**config.mk**
```make
export PLATFORM = sky130hd
export DESIGN_NAME = gf256_arith_unit_flat
export DESIGN_NICKNAME = d
export VERILOG_FILES = /design/src/hdl/gfau_pkg.sv /design/src/hdl/gfau_req_if.sv /design/src/hdl/gfau_rsp_if.sv /design/src/hdl/gfau_useq.sv /design/src/hdl/gfau_dpath.sv /design/src/hdl/gf256_arith_unit.sv /design/src/flat_wrapper.sv
export SDC_FILE = /design/constraint.sdc
export NUM_CORES = 1
export LEC_CHECK = 0
export BUFFER_PORTS_ARGS = -buffer_cell sky130_fd_sc_hd__buf_4
export CORE_MARGIN = 2
export CORE_UTILIZATION = 28
export DETAILED_ROUTE_END_ITERATION = 16
export GPL_TIMING_DRIVEN = 1
export MAX_ROUTING_LAYER = met4
export PLACE_DENSITY_LB_ADDON = 0.08
export SLEW_MARGIN = 20
export SYNTH_ARGS = -nofsm -noshare
export SYNTH_HDL_FRONTEND = slang
export SYNTH_SLANG_ARGS = --single-unit
```
**constraint.sdc**
```tcl
create_clock -name clk -period 15.5 [get_ports clk]
set_input_delay 3.1 -clock clk [delete_from_list [all_inputs] [get_ports clk]]
set_output_delay 3.1 -clock clk [all_outputs]
set_load 0.02 [all_outputs]
```
**src/hdl/gfau_pkg.sv**
```systemverilog
// Package for gf256_arith_unit: codes, control word, microprogram, field helpers.
// Depends on nothing.
`default_nettype none

package gfau_pkg;

  localparam int PC_W  = 4;
  localparam int CNT_W = 4;

  localparam logic [1:0] ACT_ADD = 2'd0;
  localparam logic [1:0] ACT_MUL = 2'd1;
  localparam logic [1:0] ACT_INV = 2'd2;
  localparam logic [1:0] ACT_REM = 2'd3;

  localparam logic [7:0] MOD_RESET = 8'h1B;

  localparam logic [CNT_W-1:0] INV_LOOPS = CNT_W'(6);

  typedef logic [PC_W-1:0] pc_t;

  localparam pc_t PC_ADD      = PC_W'(0);
  localparam pc_t PC_MUL      = PC_W'(1);
  localparam pc_t PC_INV      = PC_W'(2);
  localparam pc_t PC_INV_SQR  = PC_W'(3);
  localparam pc_t PC_INV_LOOP = PC_W'(4);
  localparam pc_t PC_INV_NEXT = PC_W'(5);
  localparam pc_t PC_INV_DONE = PC_W'(6);
  localparam pc_t PC_REM      = PC_W'(7);
  localparam pc_t PC_REM_LOOP = PC_W'(8);
  localparam pc_t PC_REM_DONE = PC_W'(9);

  typedef enum logic [3:0] {
    OP_NOP,
    OP_ADD,
    OP_MUL_AB,
    OP_INV_LD,
    OP_MUL_RES,
    OP_SQR,
    OP_REM_LD,
    OP_REM_STEP,
    OP_REM_FIN
  } op_t;

  typedef enum logic {JC_NONE, JC_LOOP} jc_t;
  typedef enum logic {CS_INV, CS_DIV} cnt_sel_t;

  typedef struct packed {
    op_t      op;
    logic     cnt_ld;
    cnt_sel_t cnt_sel;
    jc_t      jc;
    pc_t      target;
    logic     done;
  } cword_t;

  typedef struct packed {
    logic             take;
    logic             fire;
    op_t              op;
    logic [CNT_W-1:0] pos;
  } ctrl_t;

  function automatic pc_t dispatch(input logic [1:0] action);
    pc_t pc;
    unique case (action)
      ACT_ADD: pc = PC_ADD;
      ACT_MUL: pc = PC_MUL;
      ACT_INV: pc = PC_INV;
      ACT_REM: pc = PC_REM;
      default: pc = PC_ADD;
    endcase
    return pc;
  endfunction

  function automatic cword_t ucode(input pc_t pc);
    cword_t w;
    w.op      = OP_NOP;
    w.cnt_ld  = 1'b0;
    w.cnt_sel = CS_INV;
    w.jc      = JC_NONE;
    w.target  = PC_ADD;
    w.done    = 1'b0;
    unique case (pc)
      PC_ADD: begin
        w.op   = OP_ADD;
        w.done = 1'b1;
      end
      PC_MUL: begin
        w.op   = OP_MUL_AB;
        w.done = 1'b1;
      end
      PC_INV: begin
        w.op      = OP_INV_LD;
        w.cnt_ld  = 1'b1;
        w.cnt_sel = CS_INV;
      end
      PC_INV_SQR:  w.op = OP_SQR;
      PC_INV_LOOP: w.op = OP_MUL_RES;
      PC_INV_NEXT: begin
        w.op     = OP_SQR;
        w.jc     = JC_LOOP;
        w.target = PC_INV_LOOP;
      end
      PC_INV_DONE: w.done = 1'b1;
      PC_REM: begin
        w.op      = OP_REM_LD;
        w.cnt_ld  = 1'b1;
        w.cnt_sel = CS_DIV;
      end
      PC_REM_LOOP: begin
        w.op     = OP_REM_STEP;
        w.jc     = JC_LOOP;
        w.target = PC_REM_LOOP;
      end
      PC_REM_DONE: begin
        w.op   = OP_REM_FIN;
        w.done = 1'b1;
      end
      default: w.done = 1'b1;
    endcase
    return w;
  endfunction

  function automatic logic [7:0] gf_mul(input logic [7:0] x, input logic [7:0] y,
                                        input logic [7:0] red);
    logic [7:0] acc;
    logic [7:0] xs;
    acc = '0;
    xs  = x;
    for (int i = 0; i < 8; i++) begin
      if (y[i]) acc = acc ^ xs;
      xs = xs[7] ? ({xs[6:0], 1'b0} ^ red) : {xs[6:0], 1'b0};
    end
    return acc;
  endfunction

  function automatic logic [2:0] top_bit(input logic [7:0] v);
    logic [2:0] d;
    d = '0;
    for (int i = 0; i < 8; i++) begin
      if (v[i]) d = 3'(i);
    end
    return d;
  endfunction

endpackage

`default_nettype wire

```
**src/hdl/gfau_req_if.sv**
```systemverilog
// Request channel for gf256_arith_unit: valid/ready plus operation and operands.
// Depends on nothing.
`default_nettype none

interface gfau_req_if #(parameter int DIVIDEND_BITS = 13) ();
  logic                     valid;
  logic                     ready;
  logic [1:0]               action;
  logic [DIVIDEND_BITS-1:0] operand_a;
  logic [7:0]               operand_b;

  modport source(output valid, output action, output operand_a, output operand_b,
                 input ready);
  modport sink(input valid, input action, input operand_a, input operand_b,
               output ready);
endinterface

`default_nettype wire

```
**src/hdl/gfau_rsp_if.sv**
```systemverilog
// Response channel for gf256_arith_unit: valid/ready plus result and error flag.
// Depends on nothing.
`default_nettype none

interface gfau_rsp_if ();
  logic       valid;
  logic       ready;
  logic [7:0] result_value;
  logic       divide_error;

  modport source(output valid, output result_value, output divide_error, input ready);
  modport sink(input valid, input result_value, input divide_error, output ready);
endinterface

`default_nettype wire

```
**src/hdl/gfau_useq.sv**
```systemverilog
// Microcode sequencer: step counter, loop counter, control ROM and dispatch.
// Depends on gfau_pkg.
`default_nettype none

module gfau_useq #(
  parameter int DIVIDEND_BITS = 13
) (
  input  wire logic              clk,
  input  wire logic              rst,
  input  wire logic              req_valid,
  input  wire logic [1:0]        action,
  input  wire logic              out_free,
  output logic                   req_ready,
  output gfau_pkg::ctrl_t        ctrl
);

  localparam int CW = gfau_pkg::CNT_W;
  localparam logic [CW-1:0] DIV_LOOPS = CW'(DIVIDEND_BITS - 1);

  typedef enum logic [1:0] {
    S_IDLE = 2'b01,
    S_RUN  = 2'b10
  } state_t;

  state_t              state, state_next;
  gfau_pkg::pc_t       pc, pc_next;
  logic [CW-1:0]       cnt, cnt_next;
  gfau_pkg::cword_t    cw;
  logic                run;
  logic                hold;
  logic                take;

  assign cw        = gfau_pkg::ucode(pc);
  assign run       = (state == S_RUN);
  assign hold      = run && cw.done && !out_free;
  assign req_ready = (state == S_IDLE);
  assign take      = req_valid && req_ready;

  assign ctrl.take = take;
  assign ctrl.fire = run && cw.done && out_free;
  assign ctrl.op   = (run && !hold) ? cw.op : gfau_pkg::OP_NOP;
  assign ctrl.pos  = cnt;

  always_comb begin
    state_next = state;
    pc_next    = pc;
    cnt_next   = cnt;
    unique case (state)
      S_IDLE: begin
        if (take) begin
          pc_next    = gfau_pkg::dispatch(action);
          state_next = S_RUN;
        end
      end
      S_RUN: begin
        if (cw.done) begin
          if (out_free) state_next = S_IDLE;
        end else begin
          if (cw.cnt_ld) begin
            cnt_next = (cw.cnt_sel == gfau_pkg::CS_DIV) ? DIV_LOOPS : gfau_pkg::INV_LOOPS;
          end
          if (cw.jc == gfau_pkg::JC_LOOP && cnt != '0) begin
            cnt_next = cnt - 1'b1;
            pc_next  = cw.target;
          end else begin
            pc_next = pc + 1'b1;
          end
        end
      end
      default: state_next = S_IDLE;
    endcase
  end

  always_ff @(posedge clk) begin
    if (rst) begin
      state <= S_IDLE;
      pc    <= '0;
      cnt   <= '0;
    end else begin
      state <= state_next;
      pc    <= pc_next;
      cnt   <= cnt_next;
    end
  end

endmodule

`default_nettype wire

```
**src/hdl/gfau_dpath.sv**
```systemverilog
// Datapath: operand latches, shared GF(2^8) multiplier, remainder step unit.
// Depends on gfau_pkg.
`default_nettype none

module gfau_dpath #(
  parameter int DIVIDEND_BITS = 13
) (
  input  wire logic                     clk,
  input  wire gfau_pkg::ctrl_t          ctrl,
  input  wire logic [DIVIDEND_BITS-1:0] operand_a,
  input  wire logic [7:0]               operand_b,
  input  wire logic [7:0]               modulus,
  output logic [7:0]                    res_next,
  output logic                          err_next
);

  localparam int CW = gfau_pkg::CNT_W;

  logic [DIVIDEND_BITS-1:0] a_r;
  logic [7:0]               b_r;
  logic [7:0]               res;
  logic [7:0]               base, base_next;
  logic [DIVIDEND_BITS-1:0] num, num_next;
  logic [7:0]               mx, my, prod;
  logic [2:0]               db;
  logic [CW-1:0]            sh;
  logic                     hit;
  logic [DIVIDEND_BITS-1:0] dsr;

  always_comb begin
    unique case (ctrl.op)
      gfau_pkg::OP_MUL_RES: begin
        mx = res;
        my = base;
      end
      gfau_pkg::OP_SQR: begin
        mx = base;
        my = base;
      end
      default: begin
        mx = a_r[7:0];
        my = b_r;
      end
    endcase
  end

  assign prod = gfau_pkg::gf_mul(mx, my, modulus);

  assign db  = gfau_pkg::top_bit(b_r);
  assign sh  = ctrl.pos - CW'(db);
  assign hit = (b_r != '0) && (ctrl.pos >= CW'(db)) && num[ctrl.pos];
  assign dsr = DIVIDEND_BITS'(b_r) << sh;

  always_comb begin
    res_next  = res;
    base_next = base;
    num_next  = num;
    err_next  = 1'b0;
    unique case (ctrl.op)
      gfau_pkg::OP_NOP:     ;
      gfau_pkg::OP_ADD:     res_next = a_r[7:0] ^ b_r;
      gfau_pkg::OP_MUL_AB:  res_next = prod;
      gfau_pkg::OP_MUL_RES: res_next = prod;
      gfau_pkg::OP_INV_LD: begin
        res_next  = 8'd1;
        base_next = a_r[7:0];
      end
      gfau_pkg::OP_SQR:     base_next = prod;
      gfau_pkg::OP_REM_LD:  num_next = a_r;
      gfau_pkg::OP_REM_STEP: begin
        if (hit) num_next = num ^ dsr;
      end
      gfau_pkg::OP_REM_FIN: begin
        res_next = num[7:0];
        err_next = (b_r == '0);
      end
      default: ;
    endcase
  end

  always_ff @(posedge clk) begin
    if (ctrl.take) begin
      a_r <= operand_a;
      b_r <= operand_b;
    end
    res  <= res_next;
    base <= base_next;
    num  <= num_next;
  end

endmodule

`default_nettype wire

```
**src/hdl/gf256_arith_unit.sv**
```systemverilog
// Each operation's latency, accept edge to result valid, is set by its microprogram length
// and by back-pressure on the output register.
// One item at a time: the next item is accepted only once the previous result is registered,
// so each item passes through the single shared multiplier alone.
// Synchronous reset idles the sequencer, empties the output register and sets the
// modulus to 0x11B.
`default_nettype none

module gf256_arith_unit #(
  parameter int DIVIDEND_BITS = 13
) (
  input  wire logic       clk,
  input  wire logic       rst,
  gfau_req_if.sink        req,
  gfau_rsp_if.source      rsp,
  input  wire logic       cfg_we,
  input  wire logic [8:0] cfg_data
);

  gfau_pkg::ctrl_t ctrl;
  logic [7:0]      modulus;
  logic [7:0]      res_next;
  logic            err_next;
  logic            out_valid;
  logic [7:0]      out_value;
  logic            out_err;
  logic            out_free;

  assign out_free         = !out_valid || rsp.ready;
  assign rsp.valid        = out_valid;
  assign rsp.result_value = out_value;
  assign rsp.divide_error = out_err;

  always_ff @(posedge clk) begin
    if (rst) begin
      modulus <= gfau_pkg::MOD_RESET;
    end else if (cfg_we) begin
      modulus <= cfg_data[7:0];
    end
  end

  gfau_useq #(.DIVIDEND_BITS(DIVIDEND_BITS)) u_useq (
    .clk       (clk),
    .rst       (rst),
    .req_valid (req.valid),
    .action    (req.action),
    .out_free  (out_free),
    .req_ready (req.ready),
    .ctrl      (ctrl)
  );

  gfau_dpath #(.DIVIDEND_BITS(DIVIDEND_BITS)) u_dpath (
    .clk       (clk),
    .ctrl      (ctrl),
    .operand_a (req.operand_a),
    .operand_b (req.operand_b),
    .modulus   (modulus),
    .res_next  (res_next),
    .err_next  (err_next)
  );

  always_ff @(posedge clk) begin
    if (rst) begin
      out_valid <= 1'b0;
    end else if (ctrl.fire) begin
      out_valid <= 1'b1;
    end else if (rsp.ready) begin
      out_valid <= 1'b0;
    end
  end

  always_ff @(posedge clk) begin
    if (ctrl.fire) begin
      out_value <= res_next;
      out_err   <= err_next;
    end
  end

endmodule

`default_nettype wire

```
**src/flat_wrapper.sv**
```systemverilog
// flat-port wrapper written by rule: the top's interface ports become plain ports
module gf256_arith_unit_flat 
#(
  parameter int DIVIDEND_BITS = 13
)
  (clk, rst, cfg_we, cfg_data, req_valid, req_action, req_operand_a, req_operand_b, req_ready, rsp_valid, rsp_result_value, rsp_divide_error, rsp_ready);
  gfau_req_if #(.DIVIDEND_BITS(DIVIDEND_BITS)) req_i ();
  gfau_rsp_if rsp_i ();
  input  wire logic clk;
  input  wire logic rst;
  input  wire logic cfg_we;
  input  wire logic [8:0] cfg_data;
  input wire logic [$bits(req_i.valid)-1:0] req_valid;
  input wire logic [$bits(req_i.action)-1:0] req_action;
  input wire logic [$bits(req_i.operand_a)-1:0] req_operand_a;
  input wire logic [$bits(req_i.operand_b)-1:0] req_operand_b;
  output wire logic [$bits(req_i.ready)-1:0] req_ready;
  output wire logic [$bits(rsp_i.valid)-1:0] rsp_valid;
  output wire logic [$bits(rsp_i.result_value)-1:0] rsp_result_value;
  output wire logic [$bits(rsp_i.divide_error)-1:0] rsp_divide_error;
  input wire logic [$bits(rsp_i.ready)-1:0] rsp_ready;
  assign req_i.valid = req_valid;
  assign req_i.action = req_action;
  assign req_i.operand_a = req_operand_a;
  assign req_i.operand_b = req_operand_b;
  assign req_ready = req_i.ready;
  assign rsp_valid = rsp_i.valid;
  assign rsp_result_value = rsp_i.result_value;
  assign rsp_divide_error = rsp_i.divide_error;
  assign rsp_i.ready = rsp_ready;
  gf256_arith_unit #(.DIVIDEND_BITS(DIVIDEND_BITS)) u_core (.clk(clk), .rst(rst), .req(req_i), .rsp(rsp_i), .cfg_we(cfg_we), .cfg_data(cfg_data));
endmodule
```
# Word level (Yosys, flattened, before mapping)
# Cells that the tools add are included.
dict set report word_totals {
  ff_bits 78
  latch_bits 0
  ram_bits 0
  mem_bits_ro 0
  input_bits 37
  output_inout_bits 11
  word_cells 139
  mem_count 0
}
dict set report classes {
  addsub 3
  n_mul 0
  n_div 0
  n_lt_le_gt_ge 2
  n_eq_ne 26
  shifts 1
  mux 49
  n_bitwise 16
  reduce_logical 30
}
# op n
set op_table {}
lappend op_table {{8-bit 2-to-1 mux} 16}
lappend op_table {{8-bit bitwise XOR} 15}
lappend op_table {{4-bit one-hot mux with 8 select lines} 1}
lappend op_table {{8-bit one-hot mux with 2 select lines} 2}
lappend op_table {{8-bit one-hot mux with 4 select lines} 1}
lappend op_table {{4-bit by 3-bit == test with 1-bit output, second input constant} 7}
lappend op_table {{4-bit 2-to-1 mux} 7}
lappend op_table {{13-bit one-hot mux with 2 select lines} 1}
lappend op_table {{3-bit 2-to-1 mux} 6}
lappend op_table {{4-bit by 2-bit == test with 1-bit output, second input constant} 4}
lappend op_table {{4-bit one-hot mux with 4 select lines} 1}
lappend op_table {{13-bit 2-to-1 mux} 1}
lappend op_table {{8-bit by 4-bit left shift with 13-bit output} 1}
lappend op_table {{13-bit bitwise XOR} 1}
lappend op_table {{4-bit == test, second input constant} 3}
lappend op_table {{5-bit one-hot mux with 2 select lines} 1}
lappend op_table {{2-bit nonzero test} 5}
lappend op_table {{3-bit AND reduction} 3}
lappend op_table {{4-bit by 1-bit == test with 1-bit output, second input constant} 2}
lappend op_table {{1-bit logical AND} 8}
lappend op_table {{8-bit logical NOT} 1}
lappend op_table {{2-bit inequality test, second input constant} 4}
lappend op_table {{2-bit one-hot mux with 2 select lines} 2}
lappend op_table {{4-bit one-hot mux with 2 select lines} 1}
lappend op_table {{20 further kinds} 33}

# Longest topological paths before layout
# Gate-level depths: netlist (run 1).
dict set report depth {
  ltp_word 27
  depth_mapped 20
  ltp_nobuf 17
}

# Cells and area by module
# Synthesis (run 1) repeated with hierarchy kept, for this count alone.
dict set report hier_totals {
  hier_cells 845
  hier_area_um2 7243.2
}
# mod instances cells_per_inst area_per_inst_um2 seq_area_each_um2
set modules_own_cells {}
lappend modules_own_cells {gfau_dpath 1 699 5790.6 1421.4}
lappend modules_own_cells {gfau_useq 1 107 850.8 200.2}
lappend modules_own_cells {gf256_arith_unit 1 39 601.8 450.4}

# Worst setup path before layout (run 1)
# No wires, ideal clock.
dict set report synth_path {
  path_type {input-to-reg}
  startpoint {in rsp_ready}
  endpoint {reg u_core.out_value[6], in the netlist u_core.rsp.result_value[6] (data pin)}
  setup_ns 0.265
  arrival_time_ns 6.895
  required_time_ns 15.235
  slack_ns 8.340
  path_stages 14
  n_path_buf 0
  path_cell_list {nand2b_1 -> o21a_4 -> a211oi_4 -> o22ai_2 -> a221oi_4 -> xnor3_2 -> and4_4 -> o211ai_2 -> o211a_4 -> xor3_2 -> and3_1 -> nor3_2 -> xnor3_1 -> a221o_1}
}
dict set report synth_via {
  elab_chain_cells 25
  elab_cells_between_ends 46
  cone_classes {eq/ne: 6; mux: 19; bitwise: 14; reduce/logical: 7}
}
# item line_no
set synth_lines {}
lappend synth_lines {{start, declared} flat_wrapper.sv:21} ;# input wire logic [$bits(rsp_i.ready)-1:0] rsp_ready;
lappend synth_lines {{1-bit logical OR (*)} gf256_arith_unit.sv:29} ;# assign out_free = !out_valid || rsp.ready;
lappend synth_lines {{1-bit logical NOT (*)} gfau_useq.sv:35} ;# assign hold = run && cw.done && !out_free;
lappend synth_lines {{1-bit logical AND (*)} gfau_useq.sv:35}
lappend synth_lines {{1-bit logical NOT (*)} gfau_useq.sv:41} ;# assign ctrl.op = (run && !hold) ? cw.op : gfau_pkg::OP_NOP;
lappend synth_lines {{1-bit logical AND (*)} gfau_useq.sv:41}
lappend synth_lines {{4-bit 2-to-1 mux (*)} gfau_useq.sv:41}
lappend synth_lines {{4-bit by 3-bit == test with 1-bit output, on equally long branches} {gfau_dpath.sv:31, gfau_dpath.sv:59}}
lappend synth_lines {{8-bit one-hot mux with 2 select lines / 2-bit OR reduction (equally long branches)} -}
lappend synth_lines {{(+10 left out)} -}
lappend synth_lines {{8-bit bitwise XOR, on equally long branches} {gfau_pkg.sv:131, gfau_pkg.sv:132}}
lappend synth_lines {{8-bit 2-to-1 mux, on equally long branches} {gfau_pkg.sv:131, gfau_pkg.sv:132}}
lappend synth_lines {{8-bit bitwise XOR} gfau_pkg.sv:131} ;# if (y[i]) acc = acc ^ xs;
lappend synth_lines {{8-bit 2-to-1 mux} gfau_pkg.sv:131}
lappend synth_lines {{8-bit bitwise XOR} gfau_pkg.sv:131}
lappend synth_lines {{8-bit 2-to-1 mux} gfau_pkg.sv:131}
lappend synth_lines {{8-bit one-hot mux with 4 select lines (*)} gfau_dpath.sv:59} ;# unique case (ctrl.op)
lappend synth_lines {{via u_core.res_next[6]} gf256_arith_unit.sv:22} ;# logic [7:0] res_next;
lappend synth_lines {{end signal, assigned} gf256_arith_unit.sv:74} ;# out_value <= res_next;
lappend synth_lines {{end, declared} gf256_arith_unit.sv:25} ;# logic [7:0] out_value;
# The timed path passes the listed nets; every way through them passes the cells marked *.
# A chain may end at the register's enable or synchronous reset.

# Worst setup path in the final report (run 1)
# Same ends and word-level chain as after synthesis.

==> impl_metrics.json, run 1 <==
{
  "status": "finished, final reports clean",
  "fmax_mhz": 129,
  "setup_ws_ns": 7.75,
  "grt_pass1_vias": 6732,
  "cap_violations": 0,
  "antenna_found_initial": 1,
  "syn_avg_cell_area_um2": 8.38,
  "synth_edf_count": 51,
  "synth_top_area_share_pct": 20.0,
  "rows": 60,
  "drv_slew": 0,
  "numCtsBuffers": 9,
  "cp-start-kind": "input port",
  "vias": 6958,
  "first_iter_violations": 557,
  "wl_met2_mm": 12.7,
  "wl_met1_mm": 13.0,
  "yosys_warnings": 0,
  "htreeDepth": 3,
  "fp.dieW_um": 169,
  "postCtsSetupRepairBufs": 0,
  "pre_cts_ws_ns": 7.39,
  "cts_tree": "yes",
  "period_needed_ns": 7.75,
  "ctsResizeCount": 0,
  "final.setup.tns_ns": 0,
  "vdd_drop_max_uv": 50.1,
  "synth_cell_types": 98,
  "gp_congestion": 0.848,
  "area_growth_pct": 12.1,
  "synth_area_um2": 7650,
  "routed-wl-met3_mm": 1.09,
  "synthCells": 913,
  "synth_nets": 959,
  "finalWirelength_mm": 27.5,
  "fin_crit_sh_pct": 50.0,
  "ys_seq_area_share_pct": 27.1,
  "cts-root-buf": "clkbuf_16",
  "ys_seq_elements": 78,
  "slew_headroom_pct": 33.3,
  "holdBufCountCts": 0,
  "io_pins": 48,
  "rr_worst_depth": 16,
  "dr.pass1.iters": 5,
  "worstSetupPathType": "in2reg",
  "worst_hold_slack_ns": 0.549,
  "fin_cells": 1272,
  "dp_cells": 1255,
  "grt_pass1_wl_mm": 41.9,
  "power_mw": 0.881,
  "grt_max_degree": 39,
  "core_area_um2": 26900,
  "grt_use_total_pct": 19.9,
  "drc_errors": 0,
  "rrSetupSlack_ns": 8.81,
  "place_hpwl_mm": 20.8,
  "yosys_most_used_dff": "edfxtp_1",
  "end_kind": "flip-flop",
  "synth_most_common_cell": "nand2_1",
  "clock_sinks": 78,
  "final_area_um2": 8580,
  "viasPerCell": 5.47,
  "critical_path.startpoint": "rsp_ready",
  "hold_viol": 0,
  "clk_latency_ns": 0.37,
  "wl_per_cell_um": 21.6,
  "placed_area_um2": 8280,
  "leakage_nw": 3.19,
  "worst_pin_slew_ns": 1.00,
  "ant_nets": 0,
  "top_layer": "met4",
  "port_buffers": 46,
  "finalSetupViolCount": 0,
  "utilization_pct": 31.9,
  "crit_fanout": 16,
  "die-area_um2": 28700,
  "die_height_um": 169,
  "skew_ns": 0.0130,
  "synth_area_leaders": "edfxtp_1 20%, xnor2_1 7.6%, dfxtp_1 7.1%, nand2_1 5.1%, nor2_1 4.7%",
  "reg2reg_to": "u_core.rsp.result_value[7]",
  "clkSlewWorstSetupHoldPaths_ns": 0.07,
  "rsz0062_at_grt": "no",
  "min_path_type": "reg2reg",
  "final_nets": 971,
  "initial_utilization_pct": 28.5,
  "critPathCapture": "u_core.rsp.result_value[6]",
  "synthTopCellsByCount": "105 x nand2_1, 95 x nor2_1, 67 x a21oi_1, 66 x xnor2_1, 51 x edfxtp_1",
  "drive_gt1_share_pct": 14.5,
  "cts_max_path_buffers": 2,
  "powerDensity_nw_per_um2": 103,
  "crit_arrival_ns": 7.85,
  "r2r_start": "u_core.u_useq.pc[0]",
  "synth_top_area_cell": "edfxtp_1",
  "worstPathRequired_ns": 15.61,
  "async_flop_share_pct": 0,
  "grt_overflow": 0
}
where the power goes:
part / leakage (nW) / internal, mW / switching [mW]
sequential: 0.692 / 0.240 / 0.0272
combinational: 2.37 / 0.173 / 0.224
clock: 0.136 / 0.112 / 0.104
kinds of logic after synthesis:
family | share of synthesized area (%)
xor gates and xnor gates | 14.0
muxes | 6.39
DFF | 27.1
and+or+nand+nor | 21.0
adders and majority gates | 1.57
buffers and inverters | 4.36
AOI/OAI and AO/OA | 25.6
critical path, stage by stage:
cell and delay [ns]:
buf_4 0.10, nand2b_1 0.27, o21a_4 0.30, a211oi_4 0.51, o22ai_2 0.19, a221oi_4 0.42
xnor3_2 0.68, a21oi_2 0.21, o211ai_1 0.17, o211a_4 0.26, xor3_2 0.45, and3_1 0.20
nor3_2 0.18, xnor3_1 0.45, a221o_1 0.34
state kept, by name, summed over array words and instances, names as in the netlist, 2 cells and up:
register                 flops
u_core.modulus               8
u_core.rsp.result_value      8
u_core.u_dpath.a_r          13
u_core.u_dpath.b_r           8
u_core.u_dpath.base          8
u_core.u_dpath.num          13
u_core.u_dpath.res           8
u_core.u_useq.cnt            4
u_core.u_useq.pc             4
u_core.u_useq.state          2
how the worst min path moves through the flow:
stage | start | end | slack (ns) | cells after the start
after floorplan | u_core.u_dpath.res[3] | u_core.u_dpath.res[3] | 0.47 | 1
after global placement | u_core.u_dpath.a_r[12] | u_core.u_dpath.num[12] | 0.53 | 1
after detailed placement | u_core.u_dpath.a_r[9] | u_core.u_dpath.num[9] | 0.54 | 1
after CTS | u_core.u_dpath.a_r[9] | u_core.u_dpath.num[9] | 0.55 | 1
after global routing | u_core.u_dpath.a_r[9] | u_core.u_dpath.num[9] | 0.57 | 1
final | u_core.u_dpath.a_r[11] | u_core.u_dpath.num[11] | 0.55 | 1
layout make-up:
| type | count | area [µm²] |
|---|---|---|
| multi-input combinational | 754 | 5260 |
| inverter | 24 | 90.1 |
| tap | 341 | 427 |
| clock inverter | 7 | 63.8 |
| fill | 2908 | 18300 |
| sequential | 78 | 2070 |
| clock buffer | 9 | 225 |
| timing repair buffer | 58 | 435 |
| antenna | 1 | 2.50 |
cells in the final DEF, fill, tap and decap left out, drive strengths merged, types with 23 or more instances in the layout:
cell    count
nand2     105
dfxtp      27
mux2i      23
xnor2      66
nand3      32
xor2       25
nor2       95
inv        26
a21oi      69
edfxtp     51
o21ai      44
buf        58
routing by layer:
layer,GRT usage [%],vias to the layer above
met4,6.32,0
met1,26.4,3359
li1,-,3413
met2,31.4,147
met3,2.80,39
met5,-,-
No activity file was read; power rests on OpenSTA's default activity.
==> run 2, diff against run 1 <==
clock period = 7.3 ns   (was 15.5 ns; I/O delays follow)
==> impl_metrics.json, run 2 (synthesized netlist as in run 1, its figures left out) <==
{
  "status": "finished, final reports clean",
  "area_growth_pct": 12.9,
  "htreeDepth": 3,
  "busiest_layer": "met2",
  "final_nets": 980,
  "period_needed_ns": 6.31,
  "wl_per_cell_um": 21.6,
  "drv_slew": 0,
  "final_common_cell": "nand2_1",
  "met1_usage_pct": 26.7,
  "rsz0062_at_grt": "no",
  "rows": 60,
  "gp_congestion": 0.878,
  "powerDensity_nw_per_um2": 219,
  "initial_utilization_pct": 28.5,
  "cts_max_path_buffers": 2,
  "slew_headroom_pct": 33.5,
  "ctsResizeCount": 0,
  "use_met3_pct": 2.26,
  "fp.dieW_um": 169,
  "worstSetupPathType": "reg2reg",
  "numCtsBuffers": 9,
  "fmax_mhz": 159,
  "clkSlewWorstSetupHoldPaths_ns": 0.06,
  "core_area_um2": 26900,
  "min_path_type": "reg2reg",
  "worstPathRequired_ns": 7.39,
  "clock_sinks": 78,
  "rrSetupSlack_ns": 0.99,
  "antenna_found_initial": 0,
  "final.setup.tns_ns": 0,
  "utilization_pct": 32.2,
  "worst_pin_slew_ns": 0.970,
  "clk_latency_ns": 0.35,
  "finalWirelength_mm": 27.7,
  "vias": 6987,
  "ant_nets": 0,
  "skew_ns": 0.00719,
  "cts_tree": "yes",
  "viasPerCell": 5.46,
  "fin_crit_sh_pct": 86.4,
  "cap_violations": 0,
  "finalSetupViolCount": 0,
  "leakage_nw": 3.25,
  "place_hpwl_mm": 20.9,
  "end_kind": "flip-flop",
  "crit_arrival_ns": 6.40,
  "grtUsageMet2_pct": 31.9,
  "io_pins": 48,
  "grt_use_total_pct": 20.0,
  "postCtsSetupRepairBufs": 0,
  "grt_pass1_vias": 6720,
  "crit_fanout": 16,
  "grt_overflow": 0,
  "final_cell_mix": "105 x nand2_1, 95 x nor2_1, 67 x a21oi_1, 67 x buf_4, 66 x xnor2_1",
  "first_iter_violations": 551,
  "reg_top3": "u_core.u_dpath.a_r (13), u_core.u_dpath.num (13)",
  "die-area_um2": 28700,
  "port_buffers": 46,
  "antenna_cells": 0,
  "drive_gt1_share_pct": 15.1,
  "die_height_um": 169,
  "dr.pass1.iters": 5,
  "grt_max_degree": 33,
  "cts-root-buf": "clkbuf_16",
  "vdd_drop_max_uv": 102,
  "hold_viol": 0,
  "fill_cells": 2876,
  "grt_pass1_wl_mm": 42.1,
  "cp-start-kind": "flip-flop",
  "holdBufCountCts": 0,
  "drc_errors": 0
}
-- run 2: path summary, 6_finish.rpt --
| check | startpoint | end | depth (start not counted) |
|---|---|---|---|
| max | u_core.u_useq.pc[0] | u_core.rsp.result_value[6] | 16 |
| min | u_core.u_dpath.a_r[12] | u_core.u_dpath.num[12] | 1 |
| max reg2reg | u_core.u_useq.pc[0] | u_core.rsp.result_value[6] | 16 |
| min reg2reg | u_core.u_dpath.a_r[12] | u_core.u_dpath.num[12] | 1 |
-- run 2: where the power goes --
part | switching (mW) | internal (mW) | leakage (nW) | total [mW]
registers | 0.0571 | 0.510 | 0.692 | 0.567
logic | 0.480 | 0.374 | 2.41 | 0.855
clock network | 0.206 | 0.268 | 0.147 | 0.474
total | 0.743 | 1.15 | 3.25 | 1.90
-- run 2: worst max-delay path: stages, from the launching register on --
cell and delay, ns:
dfxtp_1 0.39, ha_1 0.49, nand2b_1 0.16, o32ai_2 0.62
a21boi_2 0.27, a211oi_2 0.55, nor2_1 0.18, a221oi_4 0.40
xnor3_2 0.69, and4_4 0.28, o211ai_2 0.19, o211a_4 0.23
xor3_2 0.40, and3_1 0.20, nor3_2 0.18, xnor3_1 0.44
a221o_1 0.36
-- run 2: per-stage QoR --
step	power, mW	instance area [µm²]	hold slack (ns)	worst slack, ns	std cells
3_3_place_gp	1.43	8340	0.529	0.996	1264
3_5_place_dp	1.42	8350	0.536	0.940	1264
2_1_floorplan	1.17	7650	0.467	1.78	913
5_1_grt	1.99	8650	0.573	0.595	1280
6_report	1.90	8650	0.548	0.991	1280
4_1_cts	1.90	8640	0.552	1.03	1280
-- run 2: cell type report --
type                            instances  area, µm²  share of cell area (%)
Timing Repair Buffer                   67        503                    5.82
Sequential cell                        78       2070                    24.0
Clock buffer                           10        229                    2.65
Inverter                               24       90.1                    1.04
Multi-Input combinational cell        754       5260                    60.8
Tap cell                              341        427                    4.93
Clock inverter                          6       70.1                   0.810
-- run 2: layer usage --
metal | vias to the layer above | share of wire, %
met4 | 0 | 2.4
met1 | 3396 | 48
met3 | 33 | 3.4
met2 | 143 | 47
met5 | - | 0
li1 | 3415 | -
==> run 3, diff against run 2 <==
CORE_MARGIN = 10   (was 2)
SYNTH_HIERARCHICAL = 1   (was unset)
==> impl_metrics.json, run 3 <==
{
  "status": "finished, final reports clean",
  "worstSetupPathType": "reg2reg",
  "grt_max_degree": 27,
  "gp_congestion": 0.808,
  "drv_slew": 0,
  "cts-root-buf": "clkbuf_16",
  "clkSlewWorstSetupHoldPaths_ns": 0.07,
  "finalWirelength_mm": 23.6,
  "htreeDepth": 3,
  "worstPathRequired_ns": 7.38,
  "die-area_um2": 32700,
  "synth_top_area_share_pct": 21.1,
  "async_flop_share_pct": 0,
  "skew_ns": 0.00834,
  "yosys_most_used_dff": "edfxtp_1",
  "viasPerCell": 5.02,
  "path_cells": "ha_1 -> nor4b_2 -> a211oi_2 -> o21ai_0 -> nor2_1 -> nor3b_4 -> mux2i_1 -> nor3_1 -> a211oi_1 -> buf_4 -> a21o_1 -> a21oi_1 -> o311ai_4 -> a21o_2 -> nand2_1 -> and3_1 -> nor3_1 -> xnor3_1 -> xnor2_1 -> o21ai_1",
  "period_needed_ns": 6.31,
  "initial_utilization_pct": 28.6,
  "reg_top3": "u_core/u_dpath/a_r (13), u_core/u_dpath/num (13)",
  "cts_max_path_buffers": 2,
  "holdBufCountCts": 0,
  "leakage_nw": 3.16,
  "synth_area_um2": 7240,
  "min_path_type": "reg2reg",
  "final_nets": 932,
  "vias": 6130,
  "postCtsSetupRepairBufs": 0,
  "critPathBufInv": 1,
  "fp.dieW_um": 181,
  "crit_slowest_cell": "nor3b_4",
  "critical_path.startpoint": "u_core/u_useq/pc[0]",
  "slew_headroom_pct": 35.3,
  "crit_arrival_ns": 6.39,
  "dp_cells": 1205,
  "rr_worst_depth": 20,
  "final_cell_mix": "108 x nand2_1, 85 x buf_4, 78 x nor2_1, 76 x xnor2_1, 57 x a21oi_1",
  "fin_crit_sh_pct": 86.4,
  "powerDensity_nw_per_um2": 250,
  "rows": 58,
  "worst_hold_slack_ns": 0.525,
  "syn_avg_cell_area_um2": 8.57,
  "swShare_pct": 39.0,
  "grt_pass1_wl_mm": 36.8,
  "power_mw": 2.09,
  "clockPowerShare_pct": 24.3,
  "switchingPower_mw": 0.813,
  "drive_gt1_share_pct": 17.6,
  "fmax_mhz": 159,
  "synthTopCellsByCount": "108 x nand2_1, 79 x nor2_1, 76 x xnor2_1, 57 x a21oi_1, 51 x edfxtp_1",
  "synth_cell_types": 103,
  "final.setup.tns_ns": 0,
  "synth_area_leaders": "edfxtp_1 21%, xnor2_1 9.2%, dfxtp_1 7.5%, nand2_1 5.6%, xor2_1 5.3%",
  "grt_use_total_pct": 14.5,
  "die_height_um": 181,
  "hold_viol": 0,
  "vdd_drop_max_uv": 145,
  "cts_tree": "yes",
  "antenna_found_initial": 0,
  "ant_nets": 0,
  "grt_overflow": 0,
  "power.internal_mw": 1.27,
  "antenna_cells": 0,
  "ys_seq_elements": 78,
  "ys_seq_area_share_pct": 28.6,
  "dr.pass1.iters": 5,
  "numCtsBuffers": 9,
  "crit_top_cell": "nor3_1",
  "core_area_um2": 25300,
  "clock_sinks": 78,
  "synth_nets": 891,
  "drc_errors": 0,
  "synthCells": 845,
  "clk_latency_ns": 0.35,
  "synth_top_area_cell": "edfxtp_1",
  "io_pins": 48,
  "worst_pin_slew_ns": 0.964,
  "cp-start-kind": "flip-flop",
  "rsz0062_at_grt": "no",
  "rrSetupSlack_ns": 0.99,
  "reg2reg_to": "u_core/rsp.result_value[4]",
  "power_frac_comb_pct": 47.7,
  "synth_edf_count": 51,
  "first_iter_violations": 517,
  "critical-path-max-stage-delay_ns": 0.55,
  "ctsResizeCount": 0,
  "place_hpwl_mm": 18.0,
  "fin_cells": 1221,
  "synth_most_common_cell": "nand2_1",
  "port_buffers": 46,
  "final_common_cell": "nand2_1",
  "wl_per_cell_um": 19.3,
  "critPathCapture": "u_core/rsp.result_value[4]",
  "finalSetupViolCount": 0,
  "p_seq_share_pct": 28.0,
  "yosys_warnings": 6,
  "r2r_start": "u_core/u_useq/pc[0]",
  "end_kind": "flip-flop",
  "area_growth_pct": 15.1,
  "critPathTopFamily": "compound AO/OA/AOI/OAI gates",
  "crit_fanout": 9,
  "critical_path_depth": 20,
  "cap_violations": 0,
  "grt_pass1_vias": 5981
}
run 3: cells by family (layout without fill, tap and decap cells):
logic type,Yosys count,after routing,synth area share [%]
flops,78,78,28.6
mux,39,39,6.24
buf+inv,76,122,5.13
xor+xnor,130,130,17.5
compound gates,199,199,19.2
fa+ha+maj,9,9,1.66
simple gates,314,314,21.7
run 3: worst min-delay path by stage:
stage | start | endpoint | slack (ns) | cells past startpoint
global route | u_core/u_dpath/a_r[11] | u_core/u_dpath/num[11] | 0.54 | 2
global placement | u_core/u_dpath/a_r[10] | u_core/u_dpath/num[10] | 0.50 | 2
finish | u_core/u_dpath/a_r[8] | u_core/u_dpath/num[8] | 0.53 | 2
CTS | u_core/u_dpath/a_r[8] | u_core/u_dpath/num[8] | 0.53 | 2
detailed placement | u_core/u_dpath/a_r[11] | u_core/u_dpath/num[11] | 0.51 | 2
floorplan | u_core/modulus[5] | u_core/modulus[5] | 0.46 | 2
run 3: power groups by stage:
stage          clock network [mW]  logic (mW)  registers (mW)
4_1_cts                     0.521       0.996           0.584
3_5_place_dp                    0       0.990           0.593
2_1_floorplan                   0       0.690           0.548
5_1_grt                     0.538        1.08           0.589
6_report                    0.508       0.995           0.583
3_3_place_gp                    0        1.00           0.594
run 3: metrics by stage:
step	instance area [µm²]	util (%)	setup WS, ns
floorplan	7240	-	1.67
global placement	8000	31.6	0.607
detailed placement	8000	31.6	0.641
CTS	8330	32.9	0.976
global route	8340	32.9	0.430
finish	8340	32.9	0.994
run 3: per-layer routing:
metal,wire length [µm],GRT usage [%],vias up,share of wire (%)
li1,-,-,3076,-
met3,944,2.46,5,4.0
met4,88,2.03,0,0.37
met1,11900,20.1,2925,50
met5,0,-,-,0
met2,10700,21.9,124,45
run 3: area by class of cell:
class | count | area, µm²
Inverter | 21 | 78.8
Tap cell | 330 | 413
Fill cell | 2698 | 17000
Multi-Input combinational cell | 691 | 4810
Timing Repair Buffer | 85 | 638
Clock buffer | 9 | 225
Clock inverter | 7 | 104
Sequential cell | 78 | 2070
run 3: worst reg2reg max path: cells and delay by family, from the launching register on:
kind / cells / cell delay (ns)
multiplexers: 1 / 0.42
AND/OR/NAND/NOR: 7 / 1.85
adder cells (fa/ha/maj): 1 / 0.41
XOR/XNOR: 2 / 0.76
buffers and inverters: 1 / 0.19
AO/OA/AOI/OAI: 8 / 1.95
flip-flops: 1 / 0.46
